--- src/design/cmlm_pkg.sv ---
// ----------------------------------------------------------------------------
// cmlm_pkg
// Shared types and character codes for the comment and literal masker.
// ----------------------------------------------------------------------------
package cmlm_pkg;

  localparam logic       OP_CHAR      = 1'b0;
  localparam logic       OP_EOL       = 1'b1;

  localparam logic [7:0] CH_SLASH     = 8'h2F;
  localparam logic [7:0] CH_STAR      = 8'h2A;
  localparam logic [7:0] CH_SPACE     = 8'h20;
  localparam logic [7:0] CH_BACKSLASH = 8'h5C;
  localparam logic [7:0] CH_DQUOTE    = 8'h22;
  localparam logic [7:0] CH_SQUOTE    = 8'h27;

  localparam int QUEUE_DEPTH = 4;
  localparam int QPTR_W      = $clog2(QUEUE_DEPTH);
  localparam int QCNT_W      = $clog2(QUEUE_DEPTH + 1);

  typedef struct packed {
    logic [7:0] ch;
    logic       last;
  } entry_t;

  typedef struct packed {
    logic [1:0] count;
    entry_t     first;
    entry_t     second;
  } scan_result_t;

endpackage

--- src/design/cmlm_in_if.sv ---
// ----------------------------------------------------------------------------
// cmlm_in_if
// Input stream: one source byte or end-of-line marker per transfer.
// ----------------------------------------------------------------------------
interface cmlm_in_if;
  logic       valid;
  logic       ready;
  logic       operation;
  logic [7:0] character;

  modport source (output valid, output operation, output character, input ready);
  modport sink (input valid, input operation, input character, output ready);
endinterface

--- src/design/cmlm_out_if.sv ---
// ----------------------------------------------------------------------------
// cmlm_out_if
// Output stream: one masked byte per transfer.
// ----------------------------------------------------------------------------
interface cmlm_out_if;
  logic       valid;
  logic       ready;
  logic [7:0] masked_char;
  logic       last_of_run;

  modport source (output valid, output masked_char, output last_of_run, input ready);
  modport sink (input valid, input masked_char, input last_of_run, output ready);
endinterface

--- src/design/cmlm_scanner.sv ---
// ----------------------------------------------------------------------------
// cmlm_scanner
// Lexical state flags and the per-item masking decision (zero to two bytes).
// ----------------------------------------------------------------------------
module cmlm_scanner (
  input  logic                  clk,
  input  logic                  rst,
  input  logic                  enable,
  input  logic                  operation,
  input  logic [7:0]            character,
  output cmlm_pkg::scan_result_t result
);
  import cmlm_pkg::*;

  logic block_open, block_open_next;
  logic in_line_comment, in_line_comment_next;
  logic in_string_literal, in_string_literal_next;
  logic in_char_literal, in_char_literal_next;
  logic escape_active, escape_active_next;
  logic star_seen, star_seen_next;
  logic slash_pending, slash_pending_next;

  logic [7:0]   plain_ch;
  logic [7:0]   quote;
  scan_result_t res;

  assign plain_ch = (character == CH_DQUOTE || character == CH_SQUOTE) ? CH_SPACE : character;
  assign quote    = in_string_literal ? CH_DQUOTE : CH_SQUOTE;

  always_comb begin
    block_open_next        = block_open;
    in_line_comment_next   = in_line_comment;
    in_string_literal_next = in_string_literal;
    in_char_literal_next   = in_char_literal;
    escape_active_next     = escape_active;
    star_seen_next         = star_seen;
    slash_pending_next     = slash_pending;
    res.count              = 2'd0;
    res.first              = '{ch: CH_SPACE, last: 1'b0};
    res.second             = '{ch: CH_SPACE, last: 1'b0};

    if (operation == OP_EOL) begin
      if (slash_pending) begin
        res.count    = 2'd1;
        res.first.ch = CH_SLASH;
      end
      in_line_comment_next   = 1'b0;
      in_string_literal_next = 1'b0;
      in_char_literal_next   = 1'b0;
      escape_active_next     = 1'b0;
      star_seen_next         = 1'b0;
      slash_pending_next     = 1'b0;
    end else if (in_line_comment) begin
      res.count = 2'd1;
    end else if (block_open) begin
      if (star_seen && character == CH_SLASH) begin
        block_open_next = 1'b0;
        star_seen_next  = 1'b0;
      end else begin
        star_seen_next = (character == CH_STAR);
      end
      res.count = 2'd1;
    end else if (in_string_literal || in_char_literal) begin
      if (!escape_active && character == quote) begin
        in_string_literal_next = 1'b0;
        in_char_literal_next   = 1'b0;
      end
      escape_active_next = !escape_active && character == CH_BACKSLASH;
      res.count          = 2'd1;
    end else if (slash_pending) begin
      slash_pending_next = 1'b0;
      res.count          = 2'd2;
      if (character == CH_SLASH) begin
        in_line_comment_next = 1'b1;
      end else if (character == CH_STAR) begin
        block_open_next = 1'b1;
        star_seen_next  = 1'b0;
      end else begin
        res.first.ch           = CH_SLASH;
        res.second.ch          = plain_ch;
        escape_active_next     = 1'b0;
        in_string_literal_next = (character == CH_DQUOTE);
        in_char_literal_next   = (character == CH_SQUOTE);
      end
    end else if (character == CH_SLASH) begin
      escape_active_next = 1'b0;
      slash_pending_next = 1'b1;
    end else begin
      res.count              = 2'd1;
      res.first.ch           = plain_ch;
      escape_active_next     = 1'b0;
      in_string_literal_next = (character == CH_DQUOTE);
      in_char_literal_next   = (character == CH_SQUOTE);
    end

    res.first.last  = (res.count == 2'd1);
    res.second.last = (res.count == 2'd2);
    if (!enable) begin
      res.count = 2'd0;
    end
  end

  assign result = res;

  always_ff @(posedge clk) begin
    if (rst) begin
      block_open        <= 1'b0;
      in_line_comment   <= 1'b0;
      in_string_literal <= 1'b0;
      in_char_literal   <= 1'b0;
      escape_active     <= 1'b0;
      star_seen         <= 1'b0;
      slash_pending     <= 1'b0;
    end else if (enable) begin
      block_open        <= block_open_next;
      in_line_comment   <= in_line_comment_next;
      in_string_literal <= in_string_literal_next;
      in_char_literal   <= in_char_literal_next;
      escape_active     <= escape_active_next;
      star_seen         <= star_seen_next;
      slash_pending     <= slash_pending_next;
    end
  end

endmodule

--- src/design/cmlm_out_queue.sv ---
// ----------------------------------------------------------------------------
// cmlm_out_queue
// Small result queue: takes up to two bytes per cycle, gives one per transfer.
// ----------------------------------------------------------------------------
module cmlm_out_queue (
  input  logic                   clk,
  input  logic                   rst,
  input  cmlm_pkg::scan_result_t push,
  output logic                   room,
  cmlm_out_if.source             result
);
  import cmlm_pkg::*;

  entry_t              entries [QUEUE_DEPTH];
  logic [QPTR_W-1:0]   wr_ptr;
  logic [QPTR_W-1:0]   rd_ptr;
  logic [QCNT_W-1:0]   count;
  logic [QPTR_W-1:0]   wr_ptr_second;
  logic                pop;
  logic [QCNT_W-1:0]   count_next;

  assign room          = (count <= QCNT_W'(QUEUE_DEPTH - 2));
  assign pop           = result.valid && result.ready;
  assign wr_ptr_second = wr_ptr + QPTR_W'(1);
  assign count_next    = count + QCNT_W'(push.count) - QCNT_W'(pop);

  assign result.valid       = (count != '0);
  assign result.masked_char = entries[rd_ptr].ch;
  assign result.last_of_run = entries[rd_ptr].last;

  always_ff @(posedge clk) begin
    if (push.count != 2'd0) begin
      entries[wr_ptr] <= push.first;
    end
    if (push.count == 2'd2) begin
      entries[wr_ptr_second] <= push.second;
    end
  end

  always_ff @(posedge clk) begin
    if (rst) begin
      wr_ptr <= '0;
      rd_ptr <= '0;
      count  <= '0;
    end else begin
      wr_ptr <= wr_ptr + QPTR_W'(push.count);
      if (pop) begin
        rd_ptr <= rd_ptr + QPTR_W'(1);
      end
      count <= count_next;
    end
  end

endmodule

--- src/design/comment_and_literal_masker_core.sv ---
// ----------------------------------------------------------------------------
// comment_and_literal_masker_core
// Masks comments and string/char literals in a C source byte stream.
// ----------------------------------------------------------------------------
// path: a result passes the input register and then the result queue before it
//   is offered, and it transfers when the output is ready
// throughput: one item per cycle while the result queue has room for two bytes;
//   the output moves one byte per cycle, so an item giving two bytes takes two output transfers (4-entry queue)
// reset: synchronous, clears all lexical flags and empties the input register
//   and the result queue
module comment_and_literal_masker_core (
  input  logic       clk,
  input  logic       rst,
  cmlm_in_if.sink    item,
  cmlm_out_if.source result
);
  import cmlm_pkg::*;

  logic         in_valid;
  logic         in_operation;
  logic [7:0]   in_character;
  logic         room;
  logic         advance;
  scan_result_t scan;

  assign advance    = in_valid && room;
  assign item.ready = !in_valid || advance;

  always_ff @(posedge clk) begin
    if (rst) begin
      in_valid <= 1'b0;
    end else if (item.ready) begin
      in_valid <= item.valid;
    end
  end

  always_ff @(posedge clk) begin
    if (item.valid && item.ready) begin
      in_operation <= item.operation;
      in_character <= item.character;
    end
  end

  cmlm_scanner u_scanner (
    .clk       (clk),
    .rst       (rst),
    .enable    (advance),
    .operation (in_operation),
    .character (in_character),
    .result    (scan)
  );

  cmlm_out_queue u_queue (
    .clk    (clk),
    .rst    (rst),
    .push   (scan),
    .room   (room),
    .result (result)
  );

endmodule

--- src/flat_wrapper.sv ---
// flat-port wrapper written by rule: the top's interface ports become plain ports
module comment_and_literal_masker_core_flat import cmlm_pkg::*;
  (clk, rst, item_valid, item_operation, item_character, item_ready, result_valid, result_masked_char, result_last_of_run, result_ready);
  cmlm_in_if item_i ();
  cmlm_out_if result_i ();
  input  logic clk;
  input  logic rst;
  input wire logic [$bits(item_i.valid)-1:0] item_valid;
  input wire logic [$bits(item_i.operation)-1:0] item_operation;
  input wire logic [$bits(item_i.character)-1:0] item_character;
  output wire logic [$bits(item_i.ready)-1:0] item_ready;
  output wire logic [$bits(result_i.valid)-1:0] result_valid;
  output wire logic [$bits(result_i.masked_char)-1:0] result_masked_char;
  output wire logic [$bits(result_i.last_of_run)-1:0] result_last_of_run;
  input wire logic [$bits(result_i.ready)-1:0] result_ready;
  assign item_i.valid = item_valid;
  assign item_i.operation = item_operation;
  assign item_i.character = item_character;
  assign item_ready = item_i.ready;
  assign result_valid = result_i.valid;
  assign result_masked_char = result_i.masked_char;
  assign result_last_of_run = result_i.last_of_run;
  assign result_i.ready = result_ready;
  comment_and_literal_masker_core u_core (.clk(clk), .rst(rst), .item(item_i), .result(result_i));
endmodule
--- config.mk ---
export PLATFORM = sky130hd
export DESIGN_NAME = comment_and_literal_masker_core_flat
export DESIGN_NICKNAME = d
export VERILOG_FILES = /design/src/design/cmlm_pkg.sv /design/src/design/cmlm_in_if.sv /design/src/design/cmlm_out_if.sv /design/src/design/cmlm_scanner.sv /design/src/design/cmlm_out_queue.sv /design/src/design/comment_and_literal_masker_core.sv /design/src/flat_wrapper.sv
export SDC_FILE = /design/constraint.sdc
export NUM_CORES = 1
export LEC_CHECK = 0
export ABC_AREA = 1
export BUFFER_PORTS_ARGS = -buffer_cell sky130_fd_sc_hd__buf_2
export CAP_MARGIN = 20
export CORE_MARGIN = 1.5
export CORE_UTILIZATION = 55
export CTS_CLUSTER_DIAMETER = 150
export DETAILED_ROUTE_END_ITERATION = 6
export PLACE_DENSITY = 0.86
export SLEW_MARGIN = 20
export SYNTH_ARGS = -nofsm -noshare
export SYNTH_HDL_FRONTEND = slang
export SYNTH_SLANG_ARGS = --single-unit
--- constraint.sdc ---
create_clock -name clk -period 3 [get_ports clk]
set_input_delay 0.15 -clock clk [delete_from_list [all_inputs] [get_ports clk]]
set_output_delay 0.15 -clock clk [all_outputs]
set_load 0.01 [all_outputs]
; After elaboration in Yosys (flattened, before gate mapping)
; Memory sizes are Yosys's and may differ from the RTL's. A register that Yosys moved wholly into a read port is not among the register bits.
; Cells that the tools add are included.
[classes]
addsub = 5
order_cmp = 1
n_eq_ne = 18
mux = 77
bitwise_logic = 2
n_reduce_logical = 20
[ops]
columns = op, count
row1 = $mux W8, 11
row2 = $mux W1, 53
row3 = $eq A8 B6 Y1 const B, 4
row4 = $mux W10, 2
row5 = $mux W9, 2
row6 = $mux W2, 6
row7 = $reduce_and A6 Y1, 2
row8 = $ne A3 B2 Y1 const B, 3
row9 = $reduce_bool A3 Y1, 3
row10 = $eq A8 B6 Y1, 1
row11 = $eq A8 B7 Y1 const B, 1
row12 = $mux W4, 2
row13 = $logic_and A1 B1 Y1, 6
row14 = $ne A2 B1 Y1 const B, 3
row15 = $reduce_and A5 Y1, 1
row16 = $add A2 B1 Y2 const B, 2
row17 = $eq A2 B2 Y1 const B, 2
row18 = $ne A4 B2 Y1 const B, 1
row19 = $ne A4 B3 Y1 const B, 1
row20 = $reduce_and A4 Y1, 1
row21 = $add A3 B2 Y3, 1
row22 = $le A3 B2 Y1 const B, 1
row23 = $logic_or A1 B1 Y1, 3
row24 = $mux W3, 1
row25 = 8 further kinds, 10
[totals]
reg_bits = 24
ramBits = 36
input_bits = 13
output_inout_bits = 11
elab_cells = 137
memories = 1
[memory_table]
columns = name, depth, word_bits, read_ports, rd_clocked_by_memory_dff, wr, line_no
row1 = u_core.u_queue.entries, 4, 9, 1, 1, 2, cmlm_out_queue.sv:14  ; entry_t entries [QUEUE_DEPTH];

; Depth between registers and ports, before layout
; Gate-level depths: netlist of the first run.
[logic_depth]
depth_word = 13
ltp_mapped = 13
mapped_depth_nobuf = 13

; Cells and area by module
; A second synthesis of the first run with hierarchy kept.
[hier_totals]
hier_cells = 397
hier_area_um2 = 3544.6
[by_module_without_submodules]
columns = mod, instances, cells_each, area_per_inst_um2
row1 = cmlm_out_queue, 1, 238, 2376.0
row2 = cmlm_scanner, 1, 142, 843.3
row3 = comment_and_literal_masker_core, 1, 17, 325.3

; Worst setup path before layout of the first run
; OpenSTA, ideal clock, no wires.
[synth_timing]
path_type = register -> register
from = register u_core.in_operation
to = memory u_core.u_queue.entries[0][0] in the netlist's numbering, enable pin
arrival_ns = 1.797
required_time_ns = 2.613
setup_slack_ns = 0.816
path_stages_with_launch = 8
path_buffers = 0
path_cell_list = edfxtp_1 inv_2 nand2_2 nor2_4 nand3_4 nand2_1 inv_1 o21ai_0
[synth_lines]
columns = element, line_no
row1 = from (decl), comment_and_literal_masker_core.sv:20  ; logic in_operation;
row2 = from (signal assigned), comment_and_literal_masker_core.sv:39  ; in_operation <= item.operation;
row3 = to (decl), cmlm_out_queue.sv:14

; Final worst setup path of the first run
[layout_timing]
from = register u_core.in_operation
to = register u_core.u_queue.count[2]
[layout_between]
elab_chain_cells = 4
[layout_lines]
columns = element, line_no
row1 = $mux W10, cmlm_scanner.sv:42  ; if (operation == OP_EOL) begin
row2 = $mux W2, cmlm_scanner.sv:98  ; if (!enable) begin
row3 = $add A3 B2 Y3, cmlm_out_queue.sv:25  ; assign count_next = count + QCNT_W'(push.count) - QCNT_W'(pop);
row4 = $sub A3 B1 Y3, cmlm_out_queue.sv:25
row5 = to (signal assigned), cmlm_out_queue.sv:50  ; count <= count_next;
row6 = to (decl), cmlm_out_queue.sv:17  ; logic [QCNT_W-1:0] count;
; Every way passes these cells.
; A chain may end at the register's enable or synchronous reset.

==> results of run 1 <==
[Yosys cell counts, drive strengths merged, types with 2 or more instances]
cell type	n	area share (%)
nand2	84	10
nor2	71	9.3
edfxtp	45	41
inv	44	5.1
nand3	43	7.0
o21ai	38	6.2
dfxtp	17	10
a21oi	10	1.5
nor3	9	1.7
o22ai	9	1.7
nand4	7	1.3
buf	4	0.88
clkbuf	3	0.34
a31oi	2	0.38
ha	2	0.77
[registers in the layout, indices dropped and copies added, names as in the netlist, named ones only]
| register | count |
|---|---|
| u_core.in_character | 8 |
| u_core.in_operation | 1 |
| u_core.in_valid | 1 |
| u_core.u_queue.count | 3 |
| u_core.u_queue.entries | 36 |
| u_core.u_queue.rd_ptr | 2 |
| u_core.u_queue.wr_ptr | 2 |
| u_core.u_scanner.block_open | 1 |
| u_core.u_scanner.escape_active | 1 |
| u_core.u_scanner.in_char_literal | 1 |
| u_core.u_scanner.in_line_comment | 1 |
| u_core.u_scanner.in_string_literal | 1 |
| u_core.u_scanner.slash_pending | 1 |
| u_core.u_scanner.star_seen | 1 |
[cells by family after synthesis]
kind of cell               after synthesis
AOI/OAI and AO/OA                       61
xor gates and xnor gates                 2
and+or+nand+nor                        214
buffers and inverters                   52
DFF                                     62
adders and majority gates                3
[per-layer routing]
| layer | routed length (um) | track usage [%] |
|---|---|---|
| met5 | 0 | 0 |
| met4 | 183 | 13.3 |
| met3 | 431 | 5.11 |
| met2 | 3420 | 39.7 |
| met1 | 3000 | 30.1 |
[final timing paths]
kind / from / end / slack, ns
setup reg to reg: u_core.in_operation$_DFFE_PP_ / u_core.u_queue.count[2]$_SDFF_PP0_ / 0.72
hold / removal: rst / u_core.u_queue.count[1]$_SDFF_PP0_ / 0.04
hold reg to reg: u_core.u_queue.rd_ptr[0]$_SDFFE_PP0P_ / u_core.u_queue.rd_ptr[0]$_SDFFE_PP0P_ / 0.49
setup / recovery: u_core.in_operation$_DFFE_PP_ / u_core.u_queue.count[2]$_SDFF_PP0_ / 0.72
[final cells by class]
cell class	count	area (sq um)	area share, %
well taps	72	90.1	2.36
clock buffers	9	124	3.24
inverters	45	169	4.42
flip-flops and latches	62	1690	44.3
clock inverters	7	136	3.57
repair buffers	37	243	6.36
multi-input cells	280	1370	35.7
[repair_timing]
action / CTS / global route
endpoints found under the hold margin: 9 / 0
hold buffers: 9 / 0
setup endpoints to repair: 0 / 0
[worst max-delay path: cells and delay by family, from the launching register on]
family                     cells  cell delay, ns
adders and majority gates      2            0.78
buffers and inverters          2            0.21
xor gates and xnor gates       1            0.17
and+or+nand+nor                4            0.51
DFF                            1            0.48
[power groups by stage]
stage          logic (mW)  registers, mW  clock network [mW]
2_1_floorplan       0.534           1.08                   0
3_3_place_gp        0.674           1.10                   0
3_5_place_dp        0.700           1.10                   0
4_1_cts             0.712           1.08               0.972
5_1_grt             0.814           1.09               0.999
6_report            0.717           1.08               0.968
[through the flow]
stage	total power [mW]	instance area (sq um)	instances	util (%)	worst slack [ns]
6_report	2.77	3820	512	68.1	0.723
5_1_grt	2.91	3820	512	68.1	0.575
4_1_cts	2.77	3820	512	68.1	0.748
3_5_place_dp	1.80	3470	487	61.8	0.762
3_3_place_gp	1.77	3470	487	61.8	0.864
2_1_floorplan	1.62	3270	394	-	0.816
==> results.py, run 1 <==
metrics = {
    "status": {
        "status": "completed",
    },
    "routing": {
        "first_pass_iters": 5,
        "drc": 0,
        "drtIter0Drc": 268,
        "totalWireLength_um": 7030,
        "antenna_left": 0,
        "routedWlPerCell_um": 13.7,
        "vias": 2876,
        "routed_via_density": 5.62,
    },
    "clock_network": {
        "tritoncts": "yes",
        "cts_buffers": 9,
        "h-tree-depth": 3,
        "clockRootBuffer": "clkbuf_8",
        "ctsResizeCount": 0,
        "clk_pin_slew_worst_paths_ns": 0.07,
        "cts_setup_buffers": 0,
        "cts.sinks": 62,
        "worstSkewPairLatency_ns": 0.34,
        "clockBufferDepth": 2,
    },
    "setup_path": {
        "critPathArrivalTime_ns": 2.52,
        "reg2reg_depth": 9,
        "crit_chain": "inv_2, nand2_2, nor2_4, nand3_4, ha_1, fa_1, xor2_1, inv_1, nor2_1",
        "critPathMaxFanout": 9,
        "critPathCaptureType": "register",
        "critical_path_class": "reg2reg",
        "worst_setup_path_start_kind": "register",
        "cp_slowest_stage_delay_ns": 0.48,
        "required_ns": 3.24,
        "critPathSlowestCell": "edfxtp_1",
    },
    "power": {
        "p_sw_uw": 857,
        "peakVddDrop_uv": 566,
        "power_frac_seq_pct": 39.1,
        "comb_power_share_pct": 25.9,
        "p_per_area_nw_per_um2": 725,
        "swShare_pct": 31.0,
        "p_clk_share_pct": 35.0,
        "p_leak_nw": 1.62,
        "internal_power_mw": 1.91,
    },
    "die": {
        "die_x_um": 80.1,
        "rows": 27,
        "dieArea_sq_um": 6410,
        "start_util_pct": 58.2,
        "coreArea_sq_um": 5610,
        "fp.dieH_um": 80.1,
        "io_pins": 24,
    },
    "sta": {
        "rsz0062_at_grt": "no",
        "period_share_pct": 75.9,
        "worst_pin_slew_ns": 0.862,
        "finalMaxSlewViolations": 0,
        "max_slew_margin_pct": 42.6,
        "holdWs_ns": 0.0448,
        "setup_violations": 0,
        "min_period_ns": 2.28,
        "fin_skew_ns": 0.00831,
        "tns_ns": 0,
        "hold_viol": 0,
        "fmax_ghz": 0.439,
    },
    "finish": {
        "nets": 451,
        "final_cell_mix": "nand2_1 (80), nor2_1 (62), edfxtp_1 (45)",
        "drive_gt1_share_pct": 15.2,
        "fill_cells": 444,
        "syn2layout_area_growth_pct": 16.9,
        "antenna_cells": 0,
        "final_common_cell": "nand2_1",
    },
    "synthesis": {
        "synthCells": 394,
        "synth_warnings": 0,
        "synth_compound_area_share_pct": 10.3,
        "async_reset_ff_share_pct": 0,
        "synth-edff-count": 45,
        "syn_area_sq_um": 3270,
        "synth-xor-area-share_pct": 0.536,
        "synth_top_family_by_area": "simple AND/OR/NAND/NOR gates",
        "syn-num-nets": 410,
        "ys.flop_type": "edfxtp_1",
        "synth-seq-cells": 62,
        "synth_mux_area_share_pct": 0,
        "syn_avg_cell_area_sq_um": 8.29,
        "yosys.area_share.simple_pct": 29.6,
        "synth_fa_ha_area_share_pct": 1.38,
        "synth_cell_type_count": 32,
        "synth.yosys.seq_area_share_pct": 51.8,
    },
    "place": {
        "port_buffers": 23,
        "gp_congestion": 0.965,
        "hpwl_um": 4810,
    },
    "global_routing": {
        "antenna_found_initial": 0,
        "grt_usage_pct": 24.3,
        "grt_pass1_vias": 2581,
        "grt_pass1_wl_um": 11800,
        "grt_start_max_net_pins": 20,
        "grt-ovfl-total": 0,
    },
    "hold_path": {
        "min_path_cells": 2,
        "hp-class": "in2reg",
    },
    "job": {
        "cap_viol_max_count": 0,
    },
}
Note: power is estimated with default switching activity, not from simulation.
==> inputs of run 2 (changes only) <==
ABC_AREA = 0   (was 1)
clock period = 2.1 ns   (was 3 ns; I/O delays follow)
==> run 2 against run 1 <==
Effect of this change:
- the flow now finishes with violations (setup timing)
- largest power group unchanged
- critical endpoint unchanged
- flip-flop and latch count stayed put
- highest routed layer unchanged
- sequential share of layout area down 4.2 points
- routed wire length is 13% higher
- power increased by 29%
- clock skew fell by 0.0013 ns
- non-clock buffer count up 49
- synthesized area shrank 3.7%
- sequential power increased by 36%
==> results.py, run 2 <==
metrics = {
    "global_routing": {
        "antenna_found_initial": 0,
        "grt_start_max_net_pins": 20,
        "grt_pass1_vias": 2444,
        "grt-ovfl-total": 0,
        "grt_pass1_wl_um": 12200,
        "grt_usage_pct": 26.7,
    },
    "clock_network": {
        "clockRootBuffer": "clkbuf_8",
        "clockBufferDepth": 2,
        "clk_pin_slew_worst_paths_ns": 0.07,
        "worstSkewPairLatency_ns": 0.34,
        "tritoncts": "yes",
        "cts_buffers": 9,
        "cts.sinks": 62,
        "h-tree-depth": 3,
    },
    "power": {
        "p_per_area_nw_per_um2": 846,
        "p_leak_nw": 1.55,
        "peakVddDrop_uv": 605,
        "p_total_mw": 3.57,
    },
    "sta": {
        "fmax_ghz": 0.442,
        "rsz0062_at_grt": "yes",
        "worst_slack_ns": -0.162,
        "setup_violations": 33,
        "hold_viol": 0,
        "worst_pin_slew_ns": 0.559,
        "period_share_pct": 108,
        "max_slew_margin_pct": 62.7,
        "min_period_ns": 2.26,
        "fin_skew_ns": 0.00696,
        "finalMaxSlewViolations": 0,
        "holdWs_ns": 0.145,
    },
    "setup_path": {
        "required_ns": 2.32,
        "crit_chain": "or4b_4, o31a_1, o2bb2ai_4, or3_4, fa_2, xnor2_2, xnor2_1, nor2_1",
        "reg2reg_depth": 8,
        "rr_endpoint": "u_core.u_queue.count[2]$_SDFF_PP0_",
        "critPathMaxFanout": 5,
        "path_buf_inv": 0,
        "r2r_slack_ns": -0.16,
        "worst_setup_path_start_kind": "register",
        "reg2reg_from": "u_core.in_character[4]$_DFFE_PP_",
        "critPathCaptureType": "register",
        "critical_path_class": "reg2reg",
        "cp_slowest_stage_delay_ns": 0.57,
        "cp_top_family": "simple AND/OR/NAND/NOR gates",
        "critPathSlowestCell": "or4b_4",
        "critPathArrivalTime_ns": 2.48,
    },
    "routing": {
        "drtIter0Drc": 211,
        "antenna_left": 0,
        "drc": 0,
        "totalWireLength_um": 7980,
        "routedWlPerCell_um": 18.8,
        "vias": 2524,
        "first_pass_iters": 5,
        "routed_via_density": 5.94,
    },
    "finish": {
        "drive_gt1_share_pct": 38.2,
        "largest_register_ffs": 36,
        "regMostFlops": "u_core.u_queue.entries",
        "syn2layout_area_growth_pct": 34.3,
        "nets": 364,
        "antenna_cells": 0,
        "final_cell_mix": "buf_4 (46), edfxtp_1 (45), buf_2 (23)",
        "reg_top3": "u_core.u_queue.entries x36, u_core.in_character x8, u_core.u_queue.count x3",
        "final_common_cell": "buf_4",
        "fin_cells": 425,
    },
    "synthesis": {
        "ys.flop_type": "edfxtp_1",
        "synthCells": 263,
        "synth_warnings": 0,
        "synth_top_area_share_pct": 43.0,
        "synth-edff-count": 45,
        "synth.most_common_cell": "edfxtp_1",
        "async_reset_ff_share_pct": 0,
        "synth.area.top_cells": "edfxtp_1 (43%), dfxtp_1 (11%), mux2i_1 (6.7%)",
        "syn-num-nets": 279,
        "syn_avg_cell_area_sq_um": 12.0,
        "yosysTopAreaCell": "edfxtp_1",
        "synth_commonest_cells": "edfxtp_1 (45), mux2i_1 (21), nand2_1 (21)",
        "syn_area_sq_um": 3140,
        "synth.yosys.seq_area_share_pct": 53.8,
        "synth_cell_type_count": 52,
        "synth-seq-cells": 62,
    },
    "die": {
        "io_pins": 24,
        "dieArea_sq_um": 6180,
        "start_util_pct": 57.1,
        "coreArea_sq_um": 5510,
        "rows": 27,
        "fp.dieH_um": 78.6,
        "die_x_um": 78.6,
    },
    "hold_path": {
        "min_from": "rst",
        "hold_path_end": "u_core.u_queue.count[2]$_SDFF_PP0_",
        "min_path_cells": 2,
        "hp-class": "in2reg",
    },
    "status": {
        "violations": "setup timing",
        "status": "finished, violations left",
    },
    "place": {
        "place_inst": 389,
        "gp_congestion": 0.927,
        "pre_cts_slack_ns": -0.252,
        "hpwl_um": 4900,
        "port_buffers": 23,
    },
    "job": {
        "cap_viol_max_count": 0,
    },
}
==> run 2: power breakdown <==
group	total, mW	internal [mW]	switching [mW]
logic	1.10	0.582	0.515
clock network	1.00	0.539	0.464
registers	1.47	1.42	0.0557
==> run 2: final cells by class <==
type / count / area, sq um
fillers: 315 / 1280
multi-input cells: 183 / 1590
inverters: 6 / 22.5
flip-flops and latches: 62 / 1690
clock buffers: 9 / 124
repair buffers: 86 / 639
well taps: 72 / 90.1
clock inverters: 7 / 65.1
==> run 2: worst max path at each step <==
stage / end / cells after the start / from
5_1_grt: u_core.u_queue.count[2]$_SDFF_PP0_ / 8 / u_core.u_queue.count[0]$_SDFF_PP0_
3_3_place_gp: u_core.u_queue.count[2]$_SDFF_PP0_ / 8 / u_core.u_queue.count[0]$_SDFF_PP0_
2_1_floorplan: u_core.u_queue.count[2]$_SDFF_PP0_ / 9 / u_core.in_character[4]$_DFFE_PP_
6_report: u_core.u_queue.count[2]$_SDFF_PP0_ / 8 / u_core.in_character[4]$_DFFE_PP_
3_5_place_dp: u_core.u_queue.count[2]$_SDFF_PP0_ / 8 / u_core.u_queue.count[0]$_SDFF_PP0_
4_1_cts: u_core.u_queue.count[2]$_SDFF_PP0_ / 8 / u_core.u_queue.count[0]$_SDFF_PP0_
==> run 2: through the flow <==
stage,cell area [sq um],TNS [ns],utilization (%)
after floorplan,3190,-3.11,-
after global placement,3670,-0.407,66.7
after detailed placement,3670,-2.46,66.7
after CTS,4110,-1.98,74.6
after global routing,4220,-5.27,76.7
final,4220,-2.77,76.7
==> run 2: timing repair <==
action,CTS,global route
gates resized for setup,23,15
hold buffers,10,0
gates cloned,2,0
pin swaps,15,15
endpoints found under the setup margin,58,44
endpoints found under the hold margin,10,0
setup buffers,2,7
==> run 2: worst reg2reg max path: stages, from the launching register on <==
cell	delay, ns
edfxtp_1	0.39
or4b_4	0.57
o31a_1	0.30
o2bb2ai_4	0.21
or3_4	0.16
fa_2	0.21
xnor2_2	0.11
xnor2_1	0.14
nor2_1	0.05
==> run 2: per-layer routing <==
metal	vias to the layer above	wire length (um)	global-route usage [%]	part of all wire [%]
met3	27	412	6.28	5.2
met5	-	0	0	0
met4	0	285	14.1	3.6
li1	1158	-	-	-
met1	1226	3110	30.9	39
met2	113	4170	45.9	52
==> run 2: kinds of logic (layout without fill, tap and decap cells) <==
| kind of cell | Yosys count | in the layout | synth area share, % |
|---|---|---|---|
| buffers and inverters | 19 | 108 | 2.39 |
| multiplexers | 31 | 31 | 13.5 |
| AND/OR/NAND/NOR | 106 | 106 | 19.1 |
| flip-flops | 62 | 62 | 53.8 |
| AO/OA/AOI/OAI | 37 | 38 | 8.40 |
| adder cells (fa/ha/maj) | 3 | 3 | 1.43 |
| XOR/XNOR | 5 | 5 | 1.39 |
==> inputs of run 3 (changes only) <==
REMOVE_ABC_BUFFERS = 1   (was unset)
==> run 3 against run 2 <==
Effect of this change:
- the run still ends with setup timing left
- power is 2.2% higher
- combinational power hardly changed
- clock skew hardly changed
- count of clock-buffer cells in the layout stayed put
- sequential power hardly changed
- die area stayed put
- design area is 0.98% higher
- critical path type unchanged
- largest power group unchanged
- highest routed layer unchanged
==> results.py, run 3 (synthesis gave the netlist of run 2 again) <==
metrics = {
    "place": {
        "port_buffers": 23,
        "gp_congestion": 0.927,
        "pre_cts_slack_ns": -0.359,
        "hpwl_um": 4760,
    },
    "sta": {
        "worst_slack_ns": -0.197,
        "worst_pin_slew_ns": 0.821,
        "setup_violations": 46,
        "min_period_ns": 2.30,
        "period_share_pct": 109,
        "finalMaxSlewViolations": 0,
        "holdWs_ns": 0.128,
        "hold_viol": 0,
        "fmax_ghz": 0.435,
        "fin_skew_ns": 0.00699,
        "rsz0062_at_grt": "yes",
        "max_slew_margin_pct": 44.8,
    },
    "die": {
        "die_x_um": 78.6,
        "start_util_pct": 57.1,
        "fp.dieH_um": 78.6,
        "dieArea_sq_um": 6180,
        "rows": 27,
        "io_pins": 24,
        "coreArea_sq_um": 5510,
    },
    "power": {
        "internal_power_mw": 2.58,
        "power_frac_seq_pct": 40.5,
        "p_total_mw": 3.65,
        "swShare_pct": 29.2,
        "comb_power_share_pct": 31.0,
        "peakVddDrop_uv": 609,
        "p_clk_share_pct": 28.5,
        "p_sw_mw": 1.07,
        "p_leak_nw": 1.58,
        "p_per_area_nw_per_um2": 856,
    },
    "setup_path": {
        "required_ns": 2.21,
        "reg2reg_depth": 7,
        "critPathCaptureType": "register",
        "reg2reg_from": "u_core.in_character[6]$_DFFE_PP_",
        "path_buf_inv": 2,
        "cp_top_family": "compound AO/OA/AOI/OAI gates",
        "crit_cells": 7,
        "crit_start": "u_core.in_character[6]$_DFFE_PP_",
        "critical_path_class": "reg2reg",
        "worst_setup_path_start_kind": "register",
        "critPathSlowestCell": "or4b_4",
        "cp_slowest_stage_delay_ns": 0.57,
        "crit_chain": "or4b_4, o31a_1, o2bb2ai_4, a21o_1, buf_4, o32ai_4, clkbuf_16",
        "r2r_slack_ns": -0.20,
        "critPathMaxFanout": 5,
        "rr_endpoint": "u_core.u_queue.entries[0][1]$_DFFE_PP_",
        "cp-endpoint": "u_core.u_queue.entries[0][1]$_DFFE_PP_",
        "critPathArrivalTime_ns": 2.41,
    },
    "clock_network": {
        "cts.sinks": 62,
        "clockRootBuffer": "clkbuf_8",
        "tritoncts": "yes",
        "worstSkewPairLatency_ns": 0.35,
        "h-tree-depth": 3,
        "cts_buffers": 9,
        "clockBufferDepth": 2,
        "clk_pin_slew_worst_paths_ns": 0.07,
    },
    "routing": {
        "routedWlPerCell_um": 19.6,
        "first_pass_iters": 4,
        "antenna_left": 0,
        "totalWireLength_um": 8330,
        "vias": 2553,
        "routed_via_density": 6.01,
        "drtIter0Drc": 298,
        "drc": 0,
    },
    "global_routing": {
        "grt_usage_pct": 25.4,
        "grt_pass1_vias": 2450,
        "grt-ovfl-total": 0,
        "grt_pass1_wl_um": 11700,
        "antenna_found_initial": 0,
        "grt_start_max_net_pins": 20,
    },
    "finish": {
        "regArea_sq_um": 1690,
        "final_cell_mix": "buf_4 (47), edfxtp_1 (45), buf_2 (23)",
        "drive_gt1_share_pct": 39.4,
        "nets": 364,
        "postLayoutCoreUtil_pct": 77.5,
        "regMostFlops": "u_core.u_queue.entries",
        "multi_input_area_sq_um": 1590,
        "antenna_cells": 0,
        "largest_register_ffs": 36,
        "final_common_cell": "buf_4",
        "fill_cells": 293,
        "reg_top3": "u_core.u_queue.entries x36, u_core.in_character x8, u_core.u_queue.count x3",
        "syn2layout_area_growth_pct": 35.7,
    },
    "hold_path": {
        "hp-class": "in2reg",
    },
    "status": {
        "violations": "setup timing",
        "status": "finished, violations left",
    },
    "job": {
        "cap_viol_max_count": 0,
    },
}
-- run 3: cell types whose count changed in the layout (fill, tap and decap cells not counted), sizes merged --
cell and delta:
clkbuf +1, inv +1, o32ai -1, clkinv -1
-- run 3: how the worst min path moves through the flow --
stage / startpoint / to / cells past startpoint
after floorplan: rst / u_core.u_queue.count[1]$_SDFF_PP0_ / 1
after global placement: item_character[5] / u_core.in_character[5]$_DFFE_PP_ / 1
after detailed placement: item_character[3] / u_core.in_character[3]$_DFFE_PP_ / 1
after CTS: rst / register / 2
after global routing: rst / u_core.u_queue.rd_ptr[0]$_SDFFE_PP0P_ / 2
final: rst / register / 2
-- run 3: stage by stage --
step                area, sq um  cells  TNS, ns
finish                     4270    425    -3.63
global route               4270    425    -6.58
CTS                        4090    420    -1.80
detailed placement         3640    389    -2.47
global placement           3640    389   -0.965
floorplan                  3090    250    -6.90
-- run 3: layout make-up --
cell class / count / share of cell area (%)
inverters: 6 / 0.528
clock buffers: 9 / 2.90
flip-flops and latches: 62 / 39.7
multi-input cells: 182 / 37.3
repair buffers: 87 / 15.7
well taps: 72 / 2.11
clock inverters: 7 / 1.73
-- run 3: repair_timing --
action,4_1_cts,5_1_grt
endpoints found under the setup margin,53,73
gates cloned,2,0
endpoints found under the hold margin,10,0
gates resized for setup,23,27
pin swaps,17,6
setup buffers,3,7
hold buffers,10,0
-- run 3: metal layers --
metal	up-vias	wire length [um]	GRT usage (%)
met1	1266	3120	30.8
met4	0	257	11.3
li1	1149	-	-
met3	26	510	7.09
met2	112	4450	42.3
met5	-	0	0
-- run 3: power by group through the flow --
stage	Sequential, mW	Clock, mW	Combinational (mW)
2_1_floorplan	1.53	0	0.524
3_3_place_gp	1.49	0	0.903
3_5_place_dp	1.50	0	0.926
4_1_cts	1.47	1.06	1.04
5_1_grt	1.49	1.09	1.22
6_report	1.48	1.04	1.13
